<file path="config.mk">
export PLATFORM = sky130hd
export DESIGN_NAME = xor_delta_patch_decoder
export DESIGN_NICKNAME = d
export VERILOG_FILES = /design/src/hw/rtl/xdp_pkg.sv /design/src/hw/rtl/xdp_core.sv /design/src/hw/rtl/xor_delta_patch_decoder.sv
export VERILOG_INCLUDE_DIRS = /design/src /design/src/hw/rtl
export SDC_FILE = /design/constraint.sdc
export NUM_CORES = 1
export LEC_CHECK = 0
export BUFFER_PORTS_ARGS = -buffer_cell sky130_fd_sc_hd__buf_2
export CAP_MARGIN = 25
export CORE_UTILIZATION = 35
export DETAILED_ROUTE_END_ITERATION = 12
export GPL_TIMING_DRIVEN = 0
export PLACE_DENSITY = 0.51
export SETUP_SLACK_MARGIN = 0.02
export SLEW_MARGIN = 20
export SYNTH_ARGS = -nofsm -noshare
export SYNTH_HDL_FRONTEND = slang
export SYNTH_SLANG_ARGS = --single-unit
</file>
<file path="constraint.sdc">
create_clock -name clk -period 8.9 [get_ports clk]
set_clock_uncertainty 0.05 [all_clocks]
set_input_delay 1.78 -clock clk [delete_from_list [all_inputs] [get_ports clk]]
set_output_delay 1.78 -clock clk [all_outputs]
set_load 0.005 [all_outputs]
</file>
<file path="src/hw/rtl/xor_delta_patch_decoder_defines.svh">
// Assertion macros shared by the XOR-delta patch decoder RTL.
`ifndef XOR_DELTA_PATCH_DECODER_DEFINES_SVH
`define XOR_DELTA_PATCH_DECODER_DEFINES_SVH

// Condition that must hold at every clock edge outside reset.
`define XDP_ASSERT_ALWAYS(lbl, cond, msg) \
  lbl: assert property (@(posedge clk) disable iff (!rst_n) (cond)) else $error(msg);

// Consequence that must hold in the same cycle as the antecedent.
`define XDP_ASSERT_SAME(lbl, ante, cons, msg) \
  lbl: assert property (@(posedge clk) disable iff (!rst_n) (ante) |-> (cons)) \
    else $error(msg);

// Consequence that must hold in the cycle after the antecedent.
`define XDP_ASSERT_NEXT(lbl, ante, cons, msg) \
  lbl: assert property (@(posedge clk) disable iff (!rst_n) (ante) |=> (cons)) \
    else $error(msg);

`endif

</file>
<file path="src/hw/rtl/xdp_pkg.sv">
// Package with the item types and constants of the XOR-delta patch decoder.
`default_nettype none
package xdp_pkg;

  // Frame size register and write index width.
  localparam int unsigned FRAME_W = 21;
  localparam int unsigned PIX_W   = 20;
  localparam int unsigned RUN_W   = 14;
  localparam int unsigned CNT_W   = 15;

  // Largest frame the block addresses.
  localparam logic [FRAME_W-1:0] MAX_FRAME_PIXELS = 21'd1048576;
  localparam logic [FRAME_W-1:0] FRAME_SIZE_RST   = 21'd1048576;

  // Result codes.
  typedef enum logic [1:0] {
    KIND_PIXEL    = 2'd0,
    KIND_RUN      = 2'd1,
    KIND_END      = 2'd2,
    KIND_OVERFLOW = 2'd3
  } kind_t;

  // One byte of the command stream.
  typedef struct packed {
    logic [7:0] code_byte;
    logic       stream_start;
  } in_item_t;

  // One patch for the frame store.
  typedef struct packed {
    kind_t            patch_kind;
    logic [PIX_W-1:0] pixel_index;
    logic [RUN_W-1:0] run_length;
    logic [7:0]       xor_value;
  } out_item_t;

  // Decoded result handed from the parser to the output register.
  typedef struct packed {
    logic      vld;
    out_item_t item;
  } result_t;

endpackage
`default_nettype wire

</file>
<file path="src/hw/rtl/xdp_core.sv">
// Command parser: parser state, pixel index and the per-byte decode.
`default_nettype none
`include "xor_delta_patch_decoder_defines.svh"
module xdp_core (
  input  wire logic                       clk,
  input  wire logic                       rst_n,
  input  wire logic                       step,
  input  wire xdp_pkg::in_item_t          item,
  input  wire logic [xdp_pkg::FRAME_W-1:0] frame_size,
  output xdp_pkg::result_t                res
);
  import xdp_pkg::*;

  typedef enum logic [2:0] {
    PH_CMD,
    PH_SRUN_COUNT,
    PH_SRUN_VALUE,
    PH_LITERAL,
    PH_WORD_LO,
    PH_WORD_HI,
    PH_LRUN_VALUE
  } phase_t;

  phase_t             phase_r, phase_nxt;
  logic [RUN_W-1:0]   pend_r, pend_nxt;
  logic [7:0]         wlo_r, wlo_nxt;
  logic [FRAME_W-1:0] widx_r, widx_nxt;
  logic               stop_r, stop_nxt;
  logic [FRAME_W-1:0] limit;

  // True when count pixels starting at wi stay within the limit.
  function automatic logic fits_f(logic [FRAME_W-1:0] wi, logic [CNT_W-1:0] cnt,
                                  logic [FRAME_W-1:0] lim);
    return ({1'b0, wi} + {7'd0, cnt}) <= {1'b0, lim};
  endfunction

  // Index after a skip, saturated at the limit.
  function automatic logic [FRAME_W-1:0] skip_f(logic [FRAME_W-1:0] wi,
                                                logic [CNT_W-1:0] cnt,
                                                logic [FRAME_W-1:0] lim);
    logic [FRAME_W:0] sum;
    sum = {1'b0, wi} + {7'd0, cnt};
    if (sum > {1'b0, lim}) begin
      return (wi > lim) ? wi : lim;
    end
    return sum[FRAME_W-1:0];
  endfunction

  // Writes are checked against the smaller of the register and the frame cap.
  assign limit = (frame_size > MAX_FRAME_PIXELS) ? MAX_FRAME_PIXELS : frame_size;

  // Decode of one byte against the parser state.
  always_comb begin
    logic [15:0]      word;
    logic [RUN_W-1:0] cnt;
    logic [RUN_W-1:0] pend_dec;
    if (item.stream_start) begin
      phase_nxt = PH_CMD;
      pend_nxt  = '0;
      wlo_nxt   = '0;
      widx_nxt  = '0;
      stop_nxt  = 1'b0;
    end else begin
      phase_nxt = phase_r;
      pend_nxt  = pend_r;
      wlo_nxt   = wlo_r;
      widx_nxt  = widx_r;
      stop_nxt  = stop_r;
    end
    word     = {item.code_byte, wlo_nxt};
    cnt      = '0;
    pend_dec = pend_nxt - RUN_W'(1);
    res.vld  = 1'b0;
    res.item.patch_kind  = KIND_PIXEL;
    res.item.pixel_index = widx_nxt[PIX_W-1:0];
    res.item.run_length  = '0;
    res.item.xor_value   = '0;

    if (!stop_nxt) begin
      case (phase_nxt)
        PH_CMD: begin
          if (!item.code_byte[7]) begin
            if (item.code_byte[6:0] == 7'd0) begin
              phase_nxt = PH_SRUN_COUNT;
            end else begin
              // Literal header: count checked up front.
              cnt = {7'd0, item.code_byte[6:0]};
              if (!fits_f(widx_nxt, {1'b0, cnt}, limit)) begin
                res.vld = 1'b1;
                res.item.patch_kind = KIND_OVERFLOW;
                res.item.run_length = cnt;
                stop_nxt  = 1'b1;
                phase_nxt = PH_CMD;
              end else begin
                pend_nxt  = cnt;
                phase_nxt = PH_LITERAL;
              end
            end
          end else if (item.code_byte[6:0] == 7'd0) begin
            phase_nxt = PH_WORD_LO;
          end else begin
            widx_nxt = skip_f(widx_nxt, {8'd0, item.code_byte[6:0]}, limit);
          end
        end
        PH_SRUN_COUNT: begin
          pend_nxt  = {6'd0, item.code_byte};
          phase_nxt = PH_SRUN_VALUE;
        end
        PH_SRUN_VALUE, PH_LRUN_VALUE: begin
          // Run value byte: overflow, empty run or one run patch.
          phase_nxt = PH_CMD;
          if (!fits_f(widx_nxt, {1'b0, pend_nxt}, limit)) begin
            res.vld = 1'b1;
            res.item.patch_kind = KIND_OVERFLOW;
            res.item.run_length = pend_nxt;
            res.item.xor_value  = item.code_byte;
            stop_nxt = 1'b1;
          end else if (pend_nxt != '0) begin
            res.vld = 1'b1;
            res.item.patch_kind = KIND_RUN;
            res.item.run_length = pend_nxt;
            res.item.xor_value  = item.code_byte;
            widx_nxt = widx_nxt + {7'd0, pend_nxt};
          end
        end
        PH_LITERAL: begin
          res.vld = 1'b1;
          res.item.patch_kind = KIND_PIXEL;
          res.item.run_length = RUN_W'(1);
          res.item.xor_value  = item.code_byte;
          widx_nxt = widx_nxt + FRAME_W'(1);
          pend_nxt = pend_dec;
          if (pend_dec == '0) begin
            phase_nxt = PH_CMD;
          end
        end
        PH_WORD_LO: begin
          wlo_nxt   = item.code_byte;
          phase_nxt = PH_WORD_HI;
        end
        PH_WORD_HI: begin
          phase_nxt = PH_CMD;
          if (word == 16'd0) begin
            res.vld = 1'b1;
            res.item.patch_kind = KIND_END;
            stop_nxt = 1'b1;
          end else if (!word[15]) begin
            widx_nxt = skip_f(widx_nxt, word[14:0], limit);
          end else if (!word[14]) begin
            cnt = word[13:0];
            if (!fits_f(widx_nxt, {1'b0, cnt}, limit)) begin
              res.vld = 1'b1;
              res.item.patch_kind = KIND_OVERFLOW;
              res.item.run_length = cnt;
              stop_nxt = 1'b1;
            end else if (cnt != '0) begin
              pend_nxt  = cnt;
              phase_nxt = PH_LITERAL;
            end
          end else begin
            pend_nxt  = word[13:0];
            phase_nxt = PH_LRUN_VALUE;
          end
        end
        default: begin
          phase_nxt = PH_CMD;
        end
      endcase
    end
  end

  // Parser state advances only when a byte is decoded.
  always_ff @(posedge clk) begin
    if (!rst_n) begin
      phase_r <= PH_CMD;
      pend_r  <= '0;
      wlo_r   <= '0;
      widx_r  <= '0;
      stop_r  <= 1'b0;
    end else if (step) begin
      phase_r <= phase_nxt;
      pend_r  <= pend_nxt;
      wlo_r   <= wlo_nxt;
      widx_r  <= widx_nxt;
      stop_r  <= stop_nxt;
    end
  end

  `XDP_ASSERT_SAME(a_stop_idle, stop_r, phase_r == PH_CMD, "stopped parser not idle")
  `XDP_ASSERT_ALWAYS(a_widx_cap, widx_r <= MAX_FRAME_PIXELS, "write index beyond frame cap")
  `XDP_ASSERT_SAME(a_lit_pend, phase_r == PH_LITERAL, pend_r != '0,
                   "literal phase with no bytes pending")
  `XDP_ASSERT_NEXT(a_end_stops, step && res.vld && res.item.patch_kind == KIND_END,
                   stop_r, "end code did not stop the parser")

endmodule
`default_nettype wire

</file>
<file path="src/hw/rtl/xor_delta_patch_decoder.sv">
// An accepted item is held in the input register, decoded, and its result held in the result register.
// Throughput: one item per cycle while the output does not stall; the combinational byte decode sets that rate.
// Output stall holds the result register and, once the input register is full, the input.
// Reset (rst_n, synchronous): parser idle, index zero, frame size 1048576, no item held.
// Items that cause no result still pass through the input register and update state.
`default_nettype none
`include "xor_delta_patch_decoder_defines.svh"
module xor_delta_patch_decoder (
  input  wire logic                        clk,
  input  wire logic                        rst_n,
  input  wire logic                        in_valid,
  output logic                             in_stall,
  input  wire xdp_pkg::in_item_t           in_item,
  output logic                             out_valid,
  input  wire logic                        out_stall,
  output xdp_pkg::out_item_t               out_item,
  input  wire logic                        cfg_valid,
  output logic                             cfg_ready,
  input  wire logic [xdp_pkg::FRAME_W-1:0] cfg_data
);
  import xdp_pkg::*;

  logic               in_vld_r;
  in_item_t           in_item_r;
  logic               out_vld_r;
  out_item_t          out_item_r;
  logic [FRAME_W-1:0] frame_size_r;
  logic               step;
  result_t            res;

  // A held item is decoded when the result register is free or being emptied.
  assign step     = in_vld_r && (!out_vld_r || !out_stall);
  assign in_stall = in_vld_r && !step;
  assign cfg_ready = 1'b1;

  // Frame size register.
  always_ff @(posedge clk) begin
    if (!rst_n) begin
      frame_size_r <= FRAME_SIZE_RST;
    end else if (cfg_valid && cfg_ready) begin
      frame_size_r <= cfg_data;
    end
  end

  // Input register.
  always_ff @(posedge clk) begin
    if (!rst_n) begin
      in_vld_r <= 1'b0;
    end else if (in_valid && !in_stall) begin
      in_vld_r <= 1'b1;
    end else if (step) begin
      in_vld_r <= 1'b0;
    end
  end

  always_ff @(posedge clk) begin
    if (in_valid && !in_stall) begin
      in_item_r <= in_item;
    end
  end

  xdp_core u_core (
    .clk        (clk),
    .rst_n      (rst_n),
    .step       (step),
    .item       (in_item_r),
    .frame_size (frame_size_r),
    .res        (res)
  );

  // Result register.
  always_ff @(posedge clk) begin
    if (!rst_n) begin
      out_vld_r <= 1'b0;
    end else if (step) begin
      out_vld_r <= res.vld;
    end else if (!out_stall) begin
      out_vld_r <= 1'b0;
    end
  end

  always_ff @(posedge clk) begin
    if (step && res.vld) begin
      out_item_r <= res.item;
    end
  end

  assign out_valid = out_vld_r;
  assign out_item  = out_item_r;

  `XDP_ASSERT_SAME(a_pixel_len, out_vld_r && out_item_r.patch_kind == KIND_PIXEL,
                   out_item_r.run_length == RUN_W'(1), "pixel patch length is not one")
  `XDP_ASSERT_SAME(a_end_zero, out_vld_r && out_item_r.patch_kind == KIND_END,
                   out_item_r.run_length == '0 && out_item_r.xor_value == '0,
                   "end result carries data")
  `XDP_ASSERT_SAME(a_stall_full, in_stall, in_vld_r && out_vld_r && out_stall,
                   "input stalled without a blocked item")

endmodule
`default_nettype wire

</file>
### Yosys cells after proc, flatten, opt, wreduce, memory -nomap -nowiden

Index checks and enable logic that the tools add are counted.

| cells by class | value |
|---|---|
| equal/unequal tests | 7 |
| $lt $le $gt $ge | 7 |
| reduce and logical (&&, ||, !) cells | 17 |
| multiplexer cells | 89 |
| add/subtract/negate cells | 7 |

Operators by type and width:

| kind | number |
|---|---|
| 21-bit 2-to-1 mux | 14 |
| 14-bit 2-to-1 mux | 16 |
| 14-bit case mux with 4 select lines | 2 |
| 21-bit case mux with 4 select lines | 1 |
| 22-bit by 21-bit <= comparator with 1-bit output | 3 |
| 3-bit 2-to-1 mux | 20 |
| 21-bit by 14-bit adder with 22-bit output | 2 |
| 22-bit by 21-bit > comparator with 1-bit output | 2 |
| 22-bit 2-to-1 mux | 2 |
| 14-bit nonzero test | 2 |
| 1-bit 2-to-1 mux | 24 |
| 8-bit 2-to-1 mux | 3 |
| 21-bit by 15-bit adder with 22-bit output | 1 |
| 21-bit by 7-bit adder with 22-bit output | 1 |
| 21-bit by 1-bit adder with 21-bit output (second input constant) | 1 |
| 21-bit by 14-bit adder with 21-bit output | 1 |
| 21-bit > comparator | 1 |
| 21-bit > comparator (second input constant) | 1 |
| 16-bit zero test | 1 |
| 8-bit case mux with 2 select lines | 1 |
| 3-bit case mux with 5 select lines | 1 |
| 14-bit zero test | 1 |
| 14-bit by 1-bit subtractor with 14-bit output (second input constant) | 1 |
| 3-bit case mux with 4 select lines | 1 |
| 14 further kinds | 24 |

| storage, ports and cells | value |
|---|---|
| word-level logic and storage cells | 141 |
| output and inout bits | 47 |
| input bits | 35 |
| register bits after elaboration | 123 |

### Logic depth before layout (Yosys ltp)

| logic depth | value |
|---|---|
| depth after elaboration | 13 |
| depth in mapped cells | 29 |
| gate-level depth less buffers | 23 |

### Cells and area by module

From an unflattened synthesis, not the netlist that was laid out.

| unflattened totals | value |
|---|---|
| cell total of the unflattened synthesis | 1,638 |
| area, all modules | 12,742.2 sq um |

By module, submodules not included:

| module | sequential area each (sq um) | cells each | area an instance (sq um) | instances |
|---|---|---|---|---|
| xdp_core | 940.9 | 1,505 | 10,234.8 | 1 |
| xor_delta_patch_decoder | 2,052.0 | 133 | 2,507.4 | 1 |

### Worst setup path after synthesis

No wires, ideal clock.

| timing | value |
|---|---|
| path kind | reg2reg |
| start | register in_item_r[0] (netlist bit) |
| end | register out_item_r, in the netlist out_item[0] (enable) |
| setup slack | 2.108 ns |
| arrival | 6.344 ns |
| period minus slack after synthesis | 6.792 ns |
| setup time | 0.398 ns |
| cell stages (with the launch flop) | 28 |
| data required time | 8.452 ns |
| path buffers | 8 |
| cells stage by stage | edfxtp_1 buf_6 buf_6 buf_6 buf_2 buf_2 buf_2 buf_1 nor2b_1 inv_1 fa_1 and2b_1 a211oi_1 o211a_1 o21a_1 o31ai_1 nand3_1 xnor2_1 ha_1 nand4_1 nor4_1 o31ai_1 o2111a_1 o22a_1 buf_4 a21oi_1 o31ai_1 inv_1 |

| on the way | value |
|---|---|
| word-level cells in the longest chain between the ends | 10 |
| elaborated cells on any way between the ends | 31 |
| classes of those cells | add/sub: 3; order compare: 3; eq/ne: 4; mux: 16; reduce/logical: 5 |

RTL lines:

| item | line | text |
|---|---|---|
| start: declaration | xor_delta_patch_decoder.sv:24 | `in_item_t in_item_r;` |
| start signal: assignment | xor_delta_patch_decoder.sv:58 | `in_item_r <= in_item;` |
| 21-bit 2-to-1 mux or 8-bit 2-to-1 mux (tied branches) | xdp_core.sv:57 | `if (item.stream_start) begin` |
| 21-bit by 14-bit adder with 22-bit output | xdp_core.sv:34 | `return ({1'b0, wi} + {7'd0, cnt}) <= {1'b0, lim};` |
| 22-bit by 21-bit <= comparator with 1-bit output | xdp_core.sv:34 |  |
| 3-bit 2-to-1 mux | xdp_core.sv:151 | `if (!fits_f(widx_nxt, {1'b0, cnt}, limit)) begin` |
| 3-bit 2-to-1 mux | xdp_core.sv:149 | `end else if (!word[14]) begin` |
| 3-bit 2-to-1 mux | xdp_core.sv:147 | `end else if (!word[15]) begin` |
| 3-bit 2-to-1 mux | xdp_core.sv:143 | `if (word == 16'd0) begin` |
| 3-bit case mux with 4 select lines | xdp_core.sv:80 | `case (phase_nxt)` |
| 3-bit 2-to-1 mux * | xdp_core.sv:79 | `if (!stop_nxt) begin` |
| 1-bit logical AND * | xor_delta_patch_decoder.sv:83 | `if (step && res.vld) begin` |
| end signal: assignment | xor_delta_patch_decoder.sv:84 | `out_item_r <= res.item;` |
| end: declaration | xor_delta_patch_decoder.sv:26 | `out_item_t out_item_r;` |

Mark *: on every way between the ends. The rest lies on a longest branch, timed or not.
A chain may end at the register's enable or synchronous reset.

### Worst setup path in the final report

| timing | value |
|---|---|
| start | register in_item_r[0] (netlist bit) |
| end | register out_item_r, in the netlist out_item[31] (enable) |

Same word-level chain as after synthesis.

==> results.toml <==
[power_and_ir_drop]
power_density_nw_per_um2 = 134
ir_drop_uv = 144
leakage_uw = 0.00584
p_total_uw = 1970

[timing]
timing.fmax_ghz = 0.117
setup_violations = 0
min_period_ns = 8.57
slew-limit-headroom_pct = 28.7
fin_hold_ws_ns = 0.451
rsz0062_at_grt = "false"
drv_slew = 0
fin_crit_sh_pct = 96.2
tightest_slew_ns = 1.07
finalHoldViolations = 0

[worst_setup_path]
crit_type = "register to register"
path_max_fanout = 32
setup.worst_path.start_class = "register"
worst-r2r-setup-slack_ns = 0.33
worstPathRequired_ns = 9.05
reg2reg_from = "in_item_r[0]"
r2r-end = "out_item[31]"
worst_setup_path_end_kind = "register"
worstSetupStartpoint = "in_item_r[0]"
rr_worst_depth = 27
worstPathArrival_ns = 8.71
cp-endpoint = "out_item[31]"

[clocking]
cts.htree.levels = 4
cts_setup_buffers = 0
clk_pin_slew_ns = 0.07
cts_sinks = 123
cts.hold.buffers_added = 0
worstSkewPairLatency_ns = 0.47
clock_path_buffers = 2
cts-root-buf = "clkbuf_16"
numCtsBuffers = 17
cts_tree = "yes"

[drt]
wl_mm = 63.6
drt_pass1_iterations = 5
via_count = 14100
drc = 0
wl_per_cell_um = 28.6
ant_nets = 0
drtIter0Drc = 1493
viasPerCell = 6.36

[floorplan]
placementRows = 69
core_area_um2 = 35900
die_w_um = 194
die_h_um = 194
start_util_pct = 36.0
die_area_um2 = 37700
io_pins = 82

[synthesis]
syn_nets = 1803
ys_types = 105
ys.flop_type = "dfxtp_1"
synth_edf_count = 53
ys_ff_latch = 123
yosysWarnings = 0
synth_area_um2 = 12900
synth_cells = 1645
async_flop_share_pct = 0
synth-seq-area-share_pct = 23.2
synth_area_per_cell_um2 = 7.85

[cells_and_area]
seqCellArea_um2 = 2990
drive_gt1_share_pct = 12.9
area_growth_syn_to_layout_pct = 13.4
fill_cells = 3806
multi_input_area_um2 = 9320
stdcell_count = 2221
fin_nets = 1905
num_antenna_cells = 0

[flow_run]
cap_violations = 0

[grt]
track_usage_pct = 33.4
antenna_found_initial = 0
grt_overflow = 0
grt_pass1_vias = 13200
grt_max_degree = 33
grt_pass1_wl_mm = 91.3

[run_status]
status = "finished clean"

[placement]
gp_congestion = 0.989
dp.cells = 2188
portBuffers = 79
dp_hpwl_mm = 50.4

[worst_hold_path]
hold_class = "register to register"
==> where the power goes <==
part	leakage [uW]	switching, uW	internal (uW)	total [uW]
Clock	0.000302	336	451	787
Sequential	0.00108	23.3	607	630
Combinational	0.00446	380	172	552
Total	0.00584	739	1230	1970
==> flip-flops by register name, summed over array words and instances (netlist names) <==
name	count
u_core.pend_r	14
in_vld_r	1
u_core.widx_r	21
u_core.phase_r	3
u_core.stop_r	1
u_core.wlo_r	8
frame_size_r	21
out_item	44
out_valid	1
in_item_r	9
==> critical path, cell delays in order, from the launching register on <==
cell	delay [ns]
edfxtp_1	0.36
buf_6	0.24
buf_6	0.24
buf_6	0.20
clkbuf_4	0.33
clkbuf_4	0.40
buf_2	0.42
buf_2	0.38
nor2b_1	0.19
ha_1	0.25
maj3_2	0.34
a221o_1	0.35
a21o_1	0.26
and2_1	0.21
a21o_1	0.19
xor2_1	0.17
ha_1	0.33
nand4_1	0.14
nor4_1	0.64
a31oi_1	0.18
and2_1	0.19
a21o_1	0.29
o21ba_1	0.23
clkbuf_1	0.23
a211o_1	0.36
o31ai_2	0.49
inv_2	0.32
buf_12	0.26
==> cells in the mapped netlist, types with 10 or more instances <==
| cell type | count | area, um2 |
|---|---|---|
| edfxtp_1 | 53 | 1590 |
| buf_2 | 26 | 130 |
| nand4_1 | 28 | 175 |
| nor3_1 | 44 | 220 |
| nor2b_1 | 32 | 200 |
| a221oi_1 | 16 | 140 |
| a22oi_1 | 26 | 195 |
| and2_1 | 16 | 100 |
| inv_1 | 50 | 188 |
| or3_1 | 12 | 75.1 |
| mux2i_1 | 28 | 280 |
| a211oi_1 | 15 | 113 |
| o211ai_1 | 37 | 278 |
| o21a_1 | 11 | 82.6 |
| nor4_1 | 20 | 125 |
| dfxtp_1 | 70 | 1400 |
| o21ai_0 | 106 | 531 |
| nand2b_1 | 18 | 113 |
| nand2_1 | 154 | 578 |
| xnor2_1 | 70 | 613 |
| xor2_1 | 24 | 210 |
| a31oi_1 | 24 | 150 |
| mux2_2 | 14 | 158 |
| clkbuf_1 | 51 | 191 |
| buf_1 | 10 | 37.5 |
| ha_1 | 121 | 1510 |
| and3_1 | 11 | 68.8 |
| a21oi_1 | 124 | 621 |
| nand3_1 | 61 | 305 |
| a21o_1 | 20 | 150 |
| o31ai_1 | 16 | 120 |
| nor2_1 | 145 | 544 |
==> metal layers <==
layer	track usage (%)	routed length, um	part of all wire, %	up-vias
li1	-	-	-	6376
met1	46.9	28500	45	6884
met5	0	0	0	-
met3	8.02	6360	10	98
met2	49.5	26700	42	771
met4	11.3	2050	3.2	0
==> worst min-delay path by stage <==
stage | from | slack (ns) | cells past startpoint | to
global route | u_core.pend_r[11] | 0.48 | 1 | u_core.pend_r[11]
finish | u_core.pend_r[11] | 0.45 | 1 | u_core.pend_r[11]
CTS | u_core.pend_r[11] | 0.45 | 1 | u_core.pend_r[11]
detailed placement | u_core.pend_r[11] | 0.44 | 1 | u_core.pend_r[11]
floorplan | u_core.pend_r[11] | 0.41 | 1 | u_core.pend_r[11]
global placement | u_core.pend_r[11] | 0.43 | 1 | u_core.pend_r[11]
==> cell usage in the layout (no fill, tap or decap), types with 28 or more instances in the layout <==
master / instances
nand2_1: 154
nor2_1: 144
a21oi_1: 122
ha_1: 121
o21ai_0: 105
buf_2: 104
xnor2_1: 70
dfxtp_1: 70
nand3_1: 61
edfxtp_1: 53
clkbuf_1: 50
inv_1: 49
nor3_1: 44
o211ai_1: 37
nor2b_1: 32
nand4_1: 28
mux2i_1: 28
==> per-stage QoR <==
stage | area (um2) | setup WS, ns | TNS [ns] | util, %
final | 14700 | 0.334 | 0 | 40.8
after global routing | 14700 | 0.0889 | 0 | 40.8
after CTS | 14600 | 0.0226 | 0 | 40.7
after detailed placement | 14000 | -1.13 | -58.88 | 38.9
after global placement | 13900 | -2.10 | -106.65 | 38.7
after floorplan | 12900 | 2.11 | 0 | -
==> cell type report <==
cell class / instances / area share (%)
multi-input combinational: 1367 / 63.6
buffer: 98 / 3.26
clock buffer: 17 / 2.90
inverter: 57 / 1.46
tap: 461 / 3.94
sequential: 123 / 20.4
clock inverter: 15 / 1.40
timing repair buffer: 83 / 3.01
==> logic make-up (layout without fill, tap and decap cells) <==
kind of cell | Yosys count | count (layout) | share of synthesized area [%]
xor+xnor | 94 | 94 | 6.37
compound gates | 515 | 515 | 26.9
fa+ha+maj | 126 | 126 | 12.3
flops | 123 | 123 | 23.2
other cells | 1 | 1 | 0.0290
simple gates | 588 | 588 | 22.5
buf+inv | 155 | 270 | 5.28
mux | 43 | 43 | 3.48
==> what timing repair did <==
action	4_1_cts	5_1_grt
gates resized for setup	5	9
cloned	0	0
endpoints found under the setup margin	84	49
Note: power is estimated with default switching activity, not from simulation.
